[src/rtl/srca_ram.sv]
module srca_ram #(
   parameter int WIDTH = 8,
   parameter int DEPTH = 16
) (
   input  logic                     clock,
   input  logic                     we,
   input  logic [$clog2(DEPTH)-1:0] waddr,
   input  logic [WIDTH-1:0]         wdata,
   input  logic [$clog2(DEPTH)-1:0] raddr,
   output logic [WIDTH-1:0]         rdata
);

   logic [WIDTH-1:0] mem_ff [DEPTH];
   logic [WIDTH-1:0] rdata_ff;

   always_ff @(posedge clock) begin
      if (we) begin
         mem_ff[waddr] <= wdata;
      end
      rdata_ff <= mem_ff[raddr];
   end

   assign rdata = rdata_ff;

endmodule

[config.mk]
export PLATFORM = sky130hd
export DESIGN_NAME = srca_ram
export DESIGN_NICKNAME = d
export VERILOG_FILES = /design/src/rtl/srca_ram.sv
export SDC_FILE = /design/constraint.sdc
export NUM_CORES = 1
export LEC_CHECK = 0
export ABC_AREA = 1
export ABC_CLOCK_PERIOD_IN_PS = 1100
export BUFFER_PORTS_ARGS = -buffer_cell sky130_fd_sc_hd__buf_4
export CORE_ASPECT_RATIO = 0.9
export CORE_UTILIZATION = 30
export DETAILED_ROUTE_END_ITERATION = 16
export HOLD_SLACK_MARGIN = 0.08
export SLEW_MARGIN = 0
export SYNTH_ARGS = -nofsm -noshare
export SYNTH_HDL_FRONTEND = slang
export SYNTH_SLANG_ARGS = --single-unit
[constraint.sdc]
create_clock -name clock -period 1.1 [get_ports clock]
set_input_delay 0.11 -clock clock [delete_from_list [all_inputs] [get_ports clock]]
set_output_delay 0.11 -clock clock [all_outputs]
set_load 0.01 [all_outputs]
==> qor.yml <==
htreeDepth: 4
syn2layout_area_growth_pct: 23.0
ir_drop_v: 0.00117
post-cts-setup-buffer-count: 0
crit_family: "flip-flops"
slew_viol_final: 0
instances_no_fill: 875
hold_viol_final: 0
path_class: "reg2out"
hold_ws_ps: 144
track_usage: 0.155
vias: 3970
start_kind: "register"
crit_path_end_kind: "output pin"
grt_pass1_wl_mm: 22.1
critPathMaxFanout: 1
ys_ff_latch: 136
post-route-period-util: 0.974
syn_nets: 569
wire_per_inst_um: 16.1
reg2regPathDepth: 6
worstSetupPathDepth: 1
setup_viol: 0
max_stage_delay_ps: 400
yosysSeqAreaShare: 0.694
io_pins: 26
numClockSinks: 136
drt_iter0_markers: 377
diodes: 0
drtAntennaViolNets: 0
grt_overflow_total: 0
grt_max_degree: 28
place_hpwl_mm: 8.96
critical_path.slowest_cell: "dfxtp_1"
routed_wl_mm: 14.1
timing.critical_path.cells: "buf_4"
critPathRequiredTime_ps: 990
r2r_slack_ps: 90
synth-warning-count: 0
setup_tns_ps: 0
io_buffers: 25
powerDensity_nw_per_um2: 1700
worstHoldPathType: "in2reg"
p_leak_nw: 3.06
cts_tree: "built"
antenna_found_initial: 0
dp.cells: 835
fillers: 1870
drtPass1Iterations: 6
routed_via_density: 4.54
nets: 635
synthCells: 551
arrival_ps: 960
clk_pin_slew_ps: 50
run_status: "finished, final reports clean"
cp_num_buf_inv: 1
worstHoldPathCells: 4
tightest_slew_ps: 311
drive_gt1_frac: 0.146
yosysUniqueCellTypes: 12
drv_cap: 0
dieArea_um2: 19800
die_w_um: 148
postSynthAreaPerCell_um2: 10.5
skew_ps: 8.35
utilization: 0.382
numCtsBuffers: 17
fp.dieH_um: 134
relSlewSlack: 0.793
finalCriticalPeriod_ps: 1070
rows: 47
start_util: 0.310
insertion_delay_ps: 420
gp_congestion: 0.833
drc: 0
ctsRootBufferMaster: "clkbuf_16"
netlist_area_um2: 5770
coreArea_um2: 18600
fmax_mhz: 933
grt_pass1_vias: 3979
rsz0062_at_grt: "false"
clockBufferDepth: 2
## report_power, final
part / total (W) / internal [W] / switching (W)
registers: 0.00584 / 0.00580 / 0.0000463
logic: 0.000869 / 0.000326 / 0.000543
clock network: 0.00531 / 0.00330 / 0.00201
total: 0.0120 / 0.00942 / 0.00260
## per-layer routing
metal,global-route usage,wire [µm],part of all wire
met5,0,0,0
met4,0.0676,322,0.023
met1,0.217,6660,0.47
met3,0.0298,820,0.058
met2,0.232,6330,0.45
## flip-flops by register name, indices dropped and copies added (netlist names)
signal and count:
mem_ff 128, rdata 8
## through the flow
stage	power (W)	worst slack (ps)	instance area, µm²
after global placement	0.00678	-93.8	6450
after global routing	0.0124	7.17	7090
after detailed placement	0.00679	-102	6450
final	0.0120	28.4	7090
after floorplan	0.00635	39.2	5770
after CTS	0.0121	25.6	7080
## logic make-up after synthesis
family	share of synthesized area
and+or+nand+nor	0.210
buffers and inverters	0.0952
DFF	0.694
## worst paths after layout
check	startpoint	end
setup / recovery	rdata[7]$_DFF_P_	rdata[7]
hold / removal	raddr[3]	rdata[5]$_DFF_P_
setup reg to reg	mem_ff[3][2]$_DFFE_PP_	rdata[2]$_DFF_P_
hold reg to reg	mem_ff[14][4]$_DFFE_PP_	rdata[4]$_DFF_P_
## layout by cell type, fill, tap and decap left out
cell type	instances
buf_12	6
buf_4	57
bufinv_16	2
clkbuf_1	5
clkbuf_16	17
clkinv_1	2
clkinv_2	4
clkinv_4	1
clkinvlp_4	1
dfxtp_1	8
dlygate4sd3_1	8
edfxtp_1	128
inv_1	100
inv_2	2
nand2_1	173
nand3_1	95
nand3_2	2
nand3b_1	2
nor2_1	17
## what timing repair did
action | CTS | global route
endpoints found under the setup margin | 0 | 2
hold buffers | 8 | 0
hold endpoints to repair | 102 | 0
gates resized for setup | 0 | 2
## synthesized netlist by cell type, drive strengths merged
library cell / n / area share
nand2: 173 / 0.11
edfxtp: 128 / 0.67
inv: 102 / 0.066
nand3: 97 / 0.084
buf: 24 / 0.029
nor2: 17 / 0.011
dfxtp: 8 / 0.028
nand3b: 2 / 0.0026
## cell type report
| cell class | instances | area (µm²) | area share |
|---|---|---|---|
| Clock buffer | 22 | 444 | 0.0626 |
| Timing Repair Buffer | 71 | 628 | 0.0886 |
| Multi-Input combinational cell | 289 | 1220 | 0.173 |
| Tap cell | 245 | 307 | 0.0432 |
| Sequential cell | 136 | 4000 | 0.564 |
| Inverter | 102 | 383 | 0.0540 |
| Clock inverter | 10 | 104 | 0.0146 |
Power figures use the tool's default switching activity.
