[src/rtl/srca_dadd.sv]
module srca_dadd (
   input  logic        clock,
   input  logic        reset,
   input  logic        start,
   input  logic [63:0] a,
   input  logic [63:0] b,
   output logic        done,
   output logic [63:0] sum
);

   localparam logic [63:0] DEFAULT_NAN = 64'hFFF8_0000_0000_0000;
   localparam logic [63:0] QUIET_MASK  = 64'h0008_0000_0000_0000;
   localparam logic [11:0] EXP_INF     = 12'h7FF;
   localparam logic [11:0] FAR_SHIFT   = 12'd57;

   typedef enum logic [2:0] {
      A_IDLE,
      A_ALIGN,
      A_ADD,
      A_NORM,
      A_ROUND
   } add_state_type;

   add_state_type state_ff;
   logic          done_ff;
   logic [63:0]   sum_ff;
   logic          sx_ff, sy_ff, sgn_ff;
   logic [11:0]   e_ff, d_ff;
   logic [55:0]   mx_ff, my_ff;
   logic [56:0]   s_ff;

   logic        a_nan, b_nan, a_inf, b_inf, swap, special;
   logic [63:0] x, y;
   logic [11:0] ex, ey;
   logic [56:0] add_in;
   logic        up_in;
   logic [10:0] expf_in;
   logic [62:0] packed_in;

   always_comb begin
      a_nan   = (&a[62:52]) && (|a[51:0]);
      b_nan   = (&b[62:52]) && (|b[51:0]);
      a_inf   = (&a[62:52]) && !(|a[51:0]);
      b_inf   = (&b[62:52]) && !(|b[51:0]);
      special = a_nan || b_nan || a_inf || b_inf;
      swap    = b[62:0] > a[62:0];
      x       = swap ? b : a;
      y       = swap ? a : b;
      ex      = (x[62:52] == 11'd0) ? 12'd1 : {1'b0, x[62:52]};
      ey      = (y[62:52] == 11'd0) ? 12'd1 : {1'b0, y[62:52]};
      add_in  = (sx_ff == sy_ff) ? ({1'b0, mx_ff} + {1'b0, my_ff})
                                 : ({1'b0, mx_ff} - {1'b0, my_ff});
      // round to nearest, ties to even
      up_in     = s_ff[2] & (s_ff[1] | s_ff[0] | s_ff[3]);
      expf_in   = s_ff[55] ? e_ff[10:0] : 11'd0;
      packed_in = {expf_in, s_ff[54:3]} + 63'(up_in);
   end

   always_ff @(posedge clock) begin
      if (reset) begin
         state_ff <= A_IDLE;
         done_ff  <= 1'b0;
      end else begin
         case (state_ff)
            A_IDLE: begin
               done_ff <= start && special;
               if (start) begin
                  if (a_nan) begin
                     sum_ff <= a | QUIET_MASK;
                  end else if (b_nan) begin
                     sum_ff <= b | QUIET_MASK;
                  end else if (a_inf && b_inf && (a[63] != b[63])) begin
                     sum_ff <= DEFAULT_NAN;
                  end else if (a_inf) begin
                     sum_ff <= a;
                  end else if (b_inf) begin
                     sum_ff <= b;
                  end else begin
                     sx_ff    <= x[63];
                     sy_ff    <= y[63];
                     e_ff     <= ex;
                     d_ff     <= ex - ey;
                     mx_ff    <= {|x[62:52], x[51:0], 3'b000};
                     my_ff    <= {|y[62:52], y[51:0], 3'b000};
                     state_ff <= A_ALIGN;
                  end
               end
            end
            A_ALIGN: begin
               done_ff <= 1'b0;
               // one bit a cycle below FAR_SHIFT, else all at once; shifted-out bits collapse into sticky
               if (d_ff == 12'd0) begin
                  state_ff <= A_ADD;
               end else if (d_ff >= FAR_SHIFT) begin
                  my_ff <= {55'd0, |my_ff};
                  d_ff  <= 12'd0;
               end else begin
                  my_ff <= {1'b0, my_ff[55:2], |my_ff[1:0]};
                  d_ff  <= d_ff - 12'd1;
               end
            end
            A_ADD: begin
               done_ff  <= 1'b0;
               s_ff     <= add_in;
               sgn_ff   <= ((add_in == 57'd0) && (sx_ff != sy_ff)) ? 1'b0 : sx_ff;
               state_ff <= A_NORM;
            end
            A_NORM: begin
               done_ff <= 1'b0;
               if (s_ff[56]) begin
                  s_ff <= {1'b0, s_ff[56:2], |s_ff[1:0]};
                  e_ff <= e_ff + 12'd1;
               end else if (!s_ff[55] && (e_ff > 12'd1) && (|s_ff)) begin
                  s_ff <= {s_ff[55:0], 1'b0};
                  e_ff <= e_ff - 12'd1;
               end else begin
                  state_ff <= A_ROUND;
               end
            end
            A_ROUND: begin
               if (e_ff == EXP_INF) begin
                  sum_ff <= {sgn_ff, 11'h7FF, 52'd0};
               end else begin
                  sum_ff <= {sgn_ff, packed_in};
               end
               done_ff  <= 1'b1;
               state_ff <= A_IDLE;
            end
            default: begin
               done_ff  <= 1'b0;
               state_ff <= A_IDLE;
            end
         endcase
      end
   end

   assign done = done_ff;
   assign sum  = sum_ff;

endmodule

[config.mk]
export PLATFORM = sky130hd
export DESIGN_NAME = srca_dadd
export DESIGN_NICKNAME = d
export VERILOG_FILES = /design/src/rtl/srca_dadd.sv
export SDC_FILE = /design/constraint.sdc
export NUM_CORES = 1
export LEC_CHECK = 0
export ABC_CLOCK_PERIOD_IN_PS = 13300
export BUFFER_PORTS_ARGS = -buffer_cell sky130_fd_sc_hd__buf_2
export CAP_MARGIN = 20
export CORE_MARGIN = 5
export CORE_UTILIZATION = 56
export CTS_CLUSTER_SIZE = 20
export DETAILED_ROUTE_END_ITERATION = 8
export PLACE_DENSITY = 0.78
export SYNTH_ARGS = -nofsm -noshare
export SYNTH_HDL_FRONTEND = slang
export SYNTH_SLANG_ARGS = --single-unit
[constraint.sdc]
create_clock -name clock -period 13.3 [get_ports clock]
set_clock_uncertainty 0.05 [all_clocks]
set_input_delay 1.33 -clock clock [delete_from_list [all_inputs] [get_ports clock]]
set_output_delay 1.33 -clock clock [all_outputs]
set_load 0.01 [all_outputs]
==> flow_summary.html <==
<table>
<tr><th>Metric</th><th>Value</th></tr>
<tr><th colspan="2">Final layout</th></tr>
<tr><td>Fill count</td><td>~3,700</td></tr>
<tr><td>Storage cell area</td><td>approximately 0.0078 mm2</td></tr>
<tr><td>Number of nets in the layout</td><td>around 3,300</td></tr>
<tr><td>Multi-input logic area</td><td>between 0.01 and 0.015 mm2</td></tr>
<tr><td>Share of layout cells above drive strength 1</td><td>0.108</td></tr>
<tr><td>Area grow syn2layout</td><td>9.00%</td></tr>
<tr><td>Final design area excluding fillers</td><td>between 0.02 and 0.03 mm2</td></tr>
<tr><th colspan="2">STA</th></tr>
<tr><td>Share of the cycle needed by the critical path after routing</td><td>0.539</td></tr>
<tr><td>Unrepaired setup endpoints after global routing</td><td>no</td></tr>
<tr><td>Count of endpoints failing setup in the final report</td><td>0</td></tr>
<tr><td>Achievable clock frequency</td><td>between 0.1 and 0.15 GHz</td></tr>
<tr><td>Final critical-path required period</td><td>around 7 ns</td></tr>
<tr><td>Post-route worst hold slack</td><td>slightly below 0.6 ns</td></tr>
<tr><td>Actual slew at the worst max-slew pin</td><td>approximately 1.2 ns</td></tr>
<tr><td>Count of pins over their slew limit</td><td>0</td></tr>
<tr><td>Final hold violation count</td><td>0</td></tr>
<tr><td>Relative max-transition margin</td><td>0.166</td></tr>
<tr><td>Setup Total Neg Slack</td><td>0 ns</td></tr>
<tr><th colspan="2">Detailed routing</th></tr>
<tr><td>Number of nets still failing antenna checks after routing</td><td>0</td></tr>
<tr><td>Wire length per cell after detailed routing</td><td>27.0 um</td></tr>
<tr><td>Routed via count divided by cell count</td><td>6.91</td></tr>
<tr><td>Iteration-0 DRC Markers</td><td>3,844</td></tr>
<tr><td>Via count</td><td>about 24,000</td></tr>
<tr><td>Detailed-route wire length</td><td>94,900 um</td></tr>
<tr><td>Pre-antenna DRT Iters</td><td>6</td></tr>
<tr><td>Count of unresolved DRC violations after routing</td><td>0</td></tr>
<tr><th colspan="2">Worst setup path</th></tr>
<tr><td>Sort of element at the start of the critical path</td><td>input port</td></tr>
<tr><td>Cell with the most instances on the worst path</td><td>a21oi_1</td></tr>
<tr><td>Worst-case reg-to-reg path depth</td><td>14</td></tr>
<tr><td>CP startpoint</td><td>a[4]</td></tr>
<tr><td>Startpoint of the worst register-to-register path</td><td>my_ff[13]$_DFFE_PP_</td></tr>
<tr><td>Max Fanout on Critical Path</td><td>28</td></tr>
<tr><td>CP Capture Type</td><td>flop</td></tr>
<tr><td>Reg-to-reg slack, setup</td><td>roughly 7.6 ns</td></tr>
<tr><td>Required time at the worst-slack endpoint</td><td>between 10 and 15 ns</td></tr>
<tr><td>Arrival time worst endpoint</td><td>around 7.5 ns</td></tr>
<tr><td>CP max stage delay</td><td>0.71 ns</td></tr>
<tr><td>Type of the setup path with the least slack</td><td>input port to flop</td></tr>
<tr><td>CP max-delay cell</td><td>a221oi_1</td></tr>
<tr><td>End of the worst register-to-register path</td><td>sgn_ff$_SDFFCE_PP0P_</td></tr>
<tr><td>Timing endpoint of the critical path</td><td>d_ff[10]$_DFFE_PP_</td></tr>
<tr><th colspan="2">Worst hold path</th></tr>
<tr><td>Worst min path class</td><td>flop to flop</td></tr>
<tr><th colspan="2">Clock network</th></tr>
<tr><td>Root buf cell</td><td>clkbuf_16</td></tr>
<tr><td>Number of H-tree branching levels</td><td>1</td></tr>
<tr><td>Clock slew at reported path FFs</td><td>0.06 ns</td></tr>
<tr><td>Clk sinks</td><td>approximately 260</td></tr>
<tr><td>CTS Hold Bufs</td><td>0</td></tr>
<tr><td>CTS tree</td><td>done</td></tr>
<tr><td>Clock buffer count from CTS</td><td>30</td></tr>
<tr><td>Setup repair bufs after CTS</td><td>0</td></tr>
<tr><td>Clock Latency Late Sink</td><td>0.61 ns</td></tr>
<tr><td>Clock tree buffer depth</td><td>3</td></tr>
<tr><td>Post-CTS Resized</td><td>0</td></tr>
<tr><th colspan="2">Synth</th></tr>
<tr><td>Syn Nets</td><td>~3,200</td></tr>
<tr><td>Part of the Yosys area used for sequential elements</td><td>0.325</td></tr>
<tr><td>Unique cell type count in the Yosys netlist</td><td>slightly below 90</td></tr>
<tr><td>Top cells by instance count after synthesis</td><td>edfxtp_1 (257), a21oi_1 (256), nand2_1 (249), nor2_1 (235), o21ai_0 (212)</td></tr>
<tr><td>Fraction of registers with async set or reset after synthesis</td><td>0</td></tr>
<tr><td>Number of register bits inferred by synthesis</td><td>about 260</td></tr>
<tr><td>Synthesized cell area</td><td>0.0240 mm2</td></tr>
<tr><td>Post-synthesis area per instance</td><td>~8.4 um2</td></tr>
<tr><td>Area leader, netlist</td><td>edfxtp_1</td></tr>
<tr><td>Number of flops mapped to enable cells by yosys</td><td>roughly 260</td></tr>
<tr><td>Top FF cell, synth</td><td>edfxtp_1</td></tr>
<tr><td>Fraction of synthesized cell area taken by the top area cell type</td><td>0.322</td></tr>
<tr><td>Yosys Warn Count</td><td>0</td></tr>
<tr><td>Gate count of the mapped netlist</td><td>between 2,000 and 3,000</td></tr>
<tr><td>Most used standard cell by instance count after synthesis</td><td>edfxtp_1</td></tr>
<tr><td>Cell types with the largest area share after synthesis</td><td>edfxtp_1 (32%), ha_1 (9.8%), a21oi_1 (5.3%)</td></tr>
<tr><th colspan="2">Power</th></tr>
<tr><td>Sequential cell fraction of total power</td><td>0.352</td></tr>
<tr><td>Combinational cell fraction of total power</td><td>0.378</td></tr>
<tr><td>Pwr dens</td><td>121 mW/mm2</td></tr>
<tr><td>Leakage power</td><td>just under 10 nW</td></tr>
<tr><td>Cell-internal power</td><td>between 1.5 and 2 mW</td></tr>
<tr><td>Peak supply drop</td><td>approximately 0.12 mV</td></tr>
<tr><td>Power share of the clock group</td><td>0.270</td></tr>
<tr><td>Switching fraction of total power</td><td>0.399</td></tr>
<tr><td>P_sw</td><td>about 1.3 mW</td></tr>
<tr><th colspan="2">Global route</th></tr>
<tr><td>Met3 track demand over resource in global routing</td><td>0.0620</td></tr>
<tr><td>GRT met1 Usage</td><td>0.550</td></tr>
<tr><td>Largest net degree at the start of global routing</td><td>about 100</td></tr>
<tr><td>Global Route met2 Usage</td><td>0.603</td></tr>
<tr><td>Initial antenna violation count</td><td>3</td></tr>
<tr><td>Global router's overall resource usage</td><td>0.384</td></tr>
<tr><td>Global route hottest layer</td><td>met2</td></tr>
<tr><td>Via count of the first global-routing pass</td><td>22,225</td></tr>
<tr><td>Global-route wire length before repair</td><td>140,000 um</td></tr>
<tr><td>Global-route congestion overflow total</td><td>0</td></tr>
<tr><th colspan="2">Die</th></tr>
<tr><td>Area enclosed by the die boundary</td><td>about 0.047 mm2</td></tr>
<tr><td>Die width</td><td>approximately 220 um</td></tr>
<tr><td>Std-Cell Core Area</td><td>0.0421 mm2</td></tr>
<tr><td>Initial Utilization</td><td>0.570</td></tr>
<tr><td>I/O pin total</td><td>196</td></tr>
<tr><td>Standard-cell row count</td><td>75</td></tr>
<tr><td>Die Height</td><td>roughly 220 um</td></tr>
<tr><th colspan="2">Flow run</th></tr>
<tr><td>Number of max-capacitance violations reported</td><td>0</td></tr>
<tr><th colspan="2">Placed design</th></tr>
<tr><td>PortBufs</td><td>195</td></tr>
<tr><td>Placer congestion estimate</td><td>1.04</td></tr>
<tr><td>Post-DP Area</td><td>approximately 0.025 mm2</td></tr>
<tr><td>Post-detailed-placement half-perimeter wirelength</td><td>approximately 74,000 um</td></tr>
<tr><th colspan="2">Outcome</th></tr>
<tr><td>Run status</td><td>finished clean</td></tr>
</table>
==> final cells by class <==
cell class / count / share of cell area
Antenna cell: 2 / 0.000191
Clock buffer: 36 / 0.0296
Clock inverter: 16 / 0.00770
Inverter: 200 / 0.0287
Multi-Input combinational cell: 2229 / 0.564
Sequential cell: 261 / 0.298
Tap cell: 539 / 0.0258
Timing Repair Buffer: 225 / 0.0458
==> power groups by stage <==
stage | combinational, mW | clock [mW] | sequential, mW
after floorplan | 0.794 | 0 | 1.08
after global placement | 1.12 | 0 | 1.12
after detailed placement | 1.14 | 0 | 1.12
after CTS | 1.15 | 0.857 | 1.11
after global routing | 1.27 | 0.894 | 1.12
final | 1.19 | 0.852 | 1.11
==> placed cells by master (no fill, tap or decap), types with 9 or more instances in the layout <==
cell type  instances
edfxtp_1         257
a21oi_1          254
nand2_1          248
nor2_1           235
o21ai_0          212
inv_1            200
buf_2            196
ha_1             188
mux2i_1          121
nand3_1          108
nor4_1            93
xnor2_1           86
nand4_1           72
a211oi_1          72
o22ai_1           63
xor2_1            53
nor3_1            44
a21o_1            31
clkbuf_16         30
buf_4             29
nor2b_1           25
o211ai_1          23
o31ai_1           21
a31oi_1           20
nand2b_1          19
or3_1             17
mux2_2            16
and3_1            15
and4_1            13
o21bai_1          13
o22a_1             9
==> critical path: cells and delay by family <==
family,cells,cell delay (ns)
buffers and inverters,3,0.29
muxes,1,0.45
xor gates and xnor gates,1,0.16
adders and majority gates,3,0.90
AOI/OAI and AO/OA,17,4.08
and+or+nand+nor,3,0.24
==> metrics by stage <==
stage | instances | utilization | setup slack [ns] | power (mW)
after floorplan | 2869 | - | 0.345 | 1.87
after global placement | 3453 | 0.598 | 5.93 | 2.24
after detailed placement | 3454 | 0.598 | 5.69 | 2.26
after CTS | 3506 | 0.621 | 6.31 | 3.11
after global routing | 3506 | 0.621 | 5.97 | 3.28
final | 3508 | 0.621 | 6.13 | 3.16
==> flip-flops by register name, indices dropped and copies added, names as in the netlist <==
signal / flops
s_ff: 57
sum: 64
state_ff: 3
d_ff: 12
sx_ff: 1
my_ff: 56
sy_ff: 1
sgn_ff: 1
mx_ff: 53
done: 1
e_ff: 12
==> worst min path at each step <==
stage                          from                end  slack (ns)  cells past startpoint
2_1_floorplan  sgn_ff$_SDFFCE_PP0P_  sum[63]$_DFFE_PP_        0.48                      1
3_3_place_gp   sgn_ff$_SDFFCE_PP0P_  sum[63]$_DFFE_PP_        0.55                      1
3_5_place_dp   sgn_ff$_SDFFCE_PP0P_  sum[63]$_DFFE_PP_        0.55                      1
4_1_cts        sgn_ff$_SDFFCE_PP0P_  sum[63]$_DFFE_PP_        0.58                      1
5_1_grt        sgn_ff$_SDFFCE_PP0P_  sum[63]$_DFFE_PP_        0.61                      1
6_report       sgn_ff$_SDFFCE_PP0P_  sum[63]$_DFFE_PP_        0.58                      1
==> routing by layer <==
metal | vias up | routed length (um)
li1 | 10798 | -
met1 | 11604 | 38400
met2 | 1610 | 42400
met3 | 237 | 10200
met4 | 6 | 3780
met5 | - | 50
==> kinds of logic (layout without fill, tap and decap cells) <==
kind of cell | count (synthesis) | after routing | share of synthesized area
fa+ha+maj | 190 | 190 | 0.0997
buf+inv | 379 | 477 | 0.0641
compound gates | 823 | 823 | 0.210
other cells | 0 | 2 | 0
flops | 261 | 261 | 0.325
mux | 137 | 137 | 0.0580
simple gates | 938 | 938 | 0.192
xor+xnor | 141 | 141 | 0.0515
Note: power is estimated with default switching activity, not from simulation.
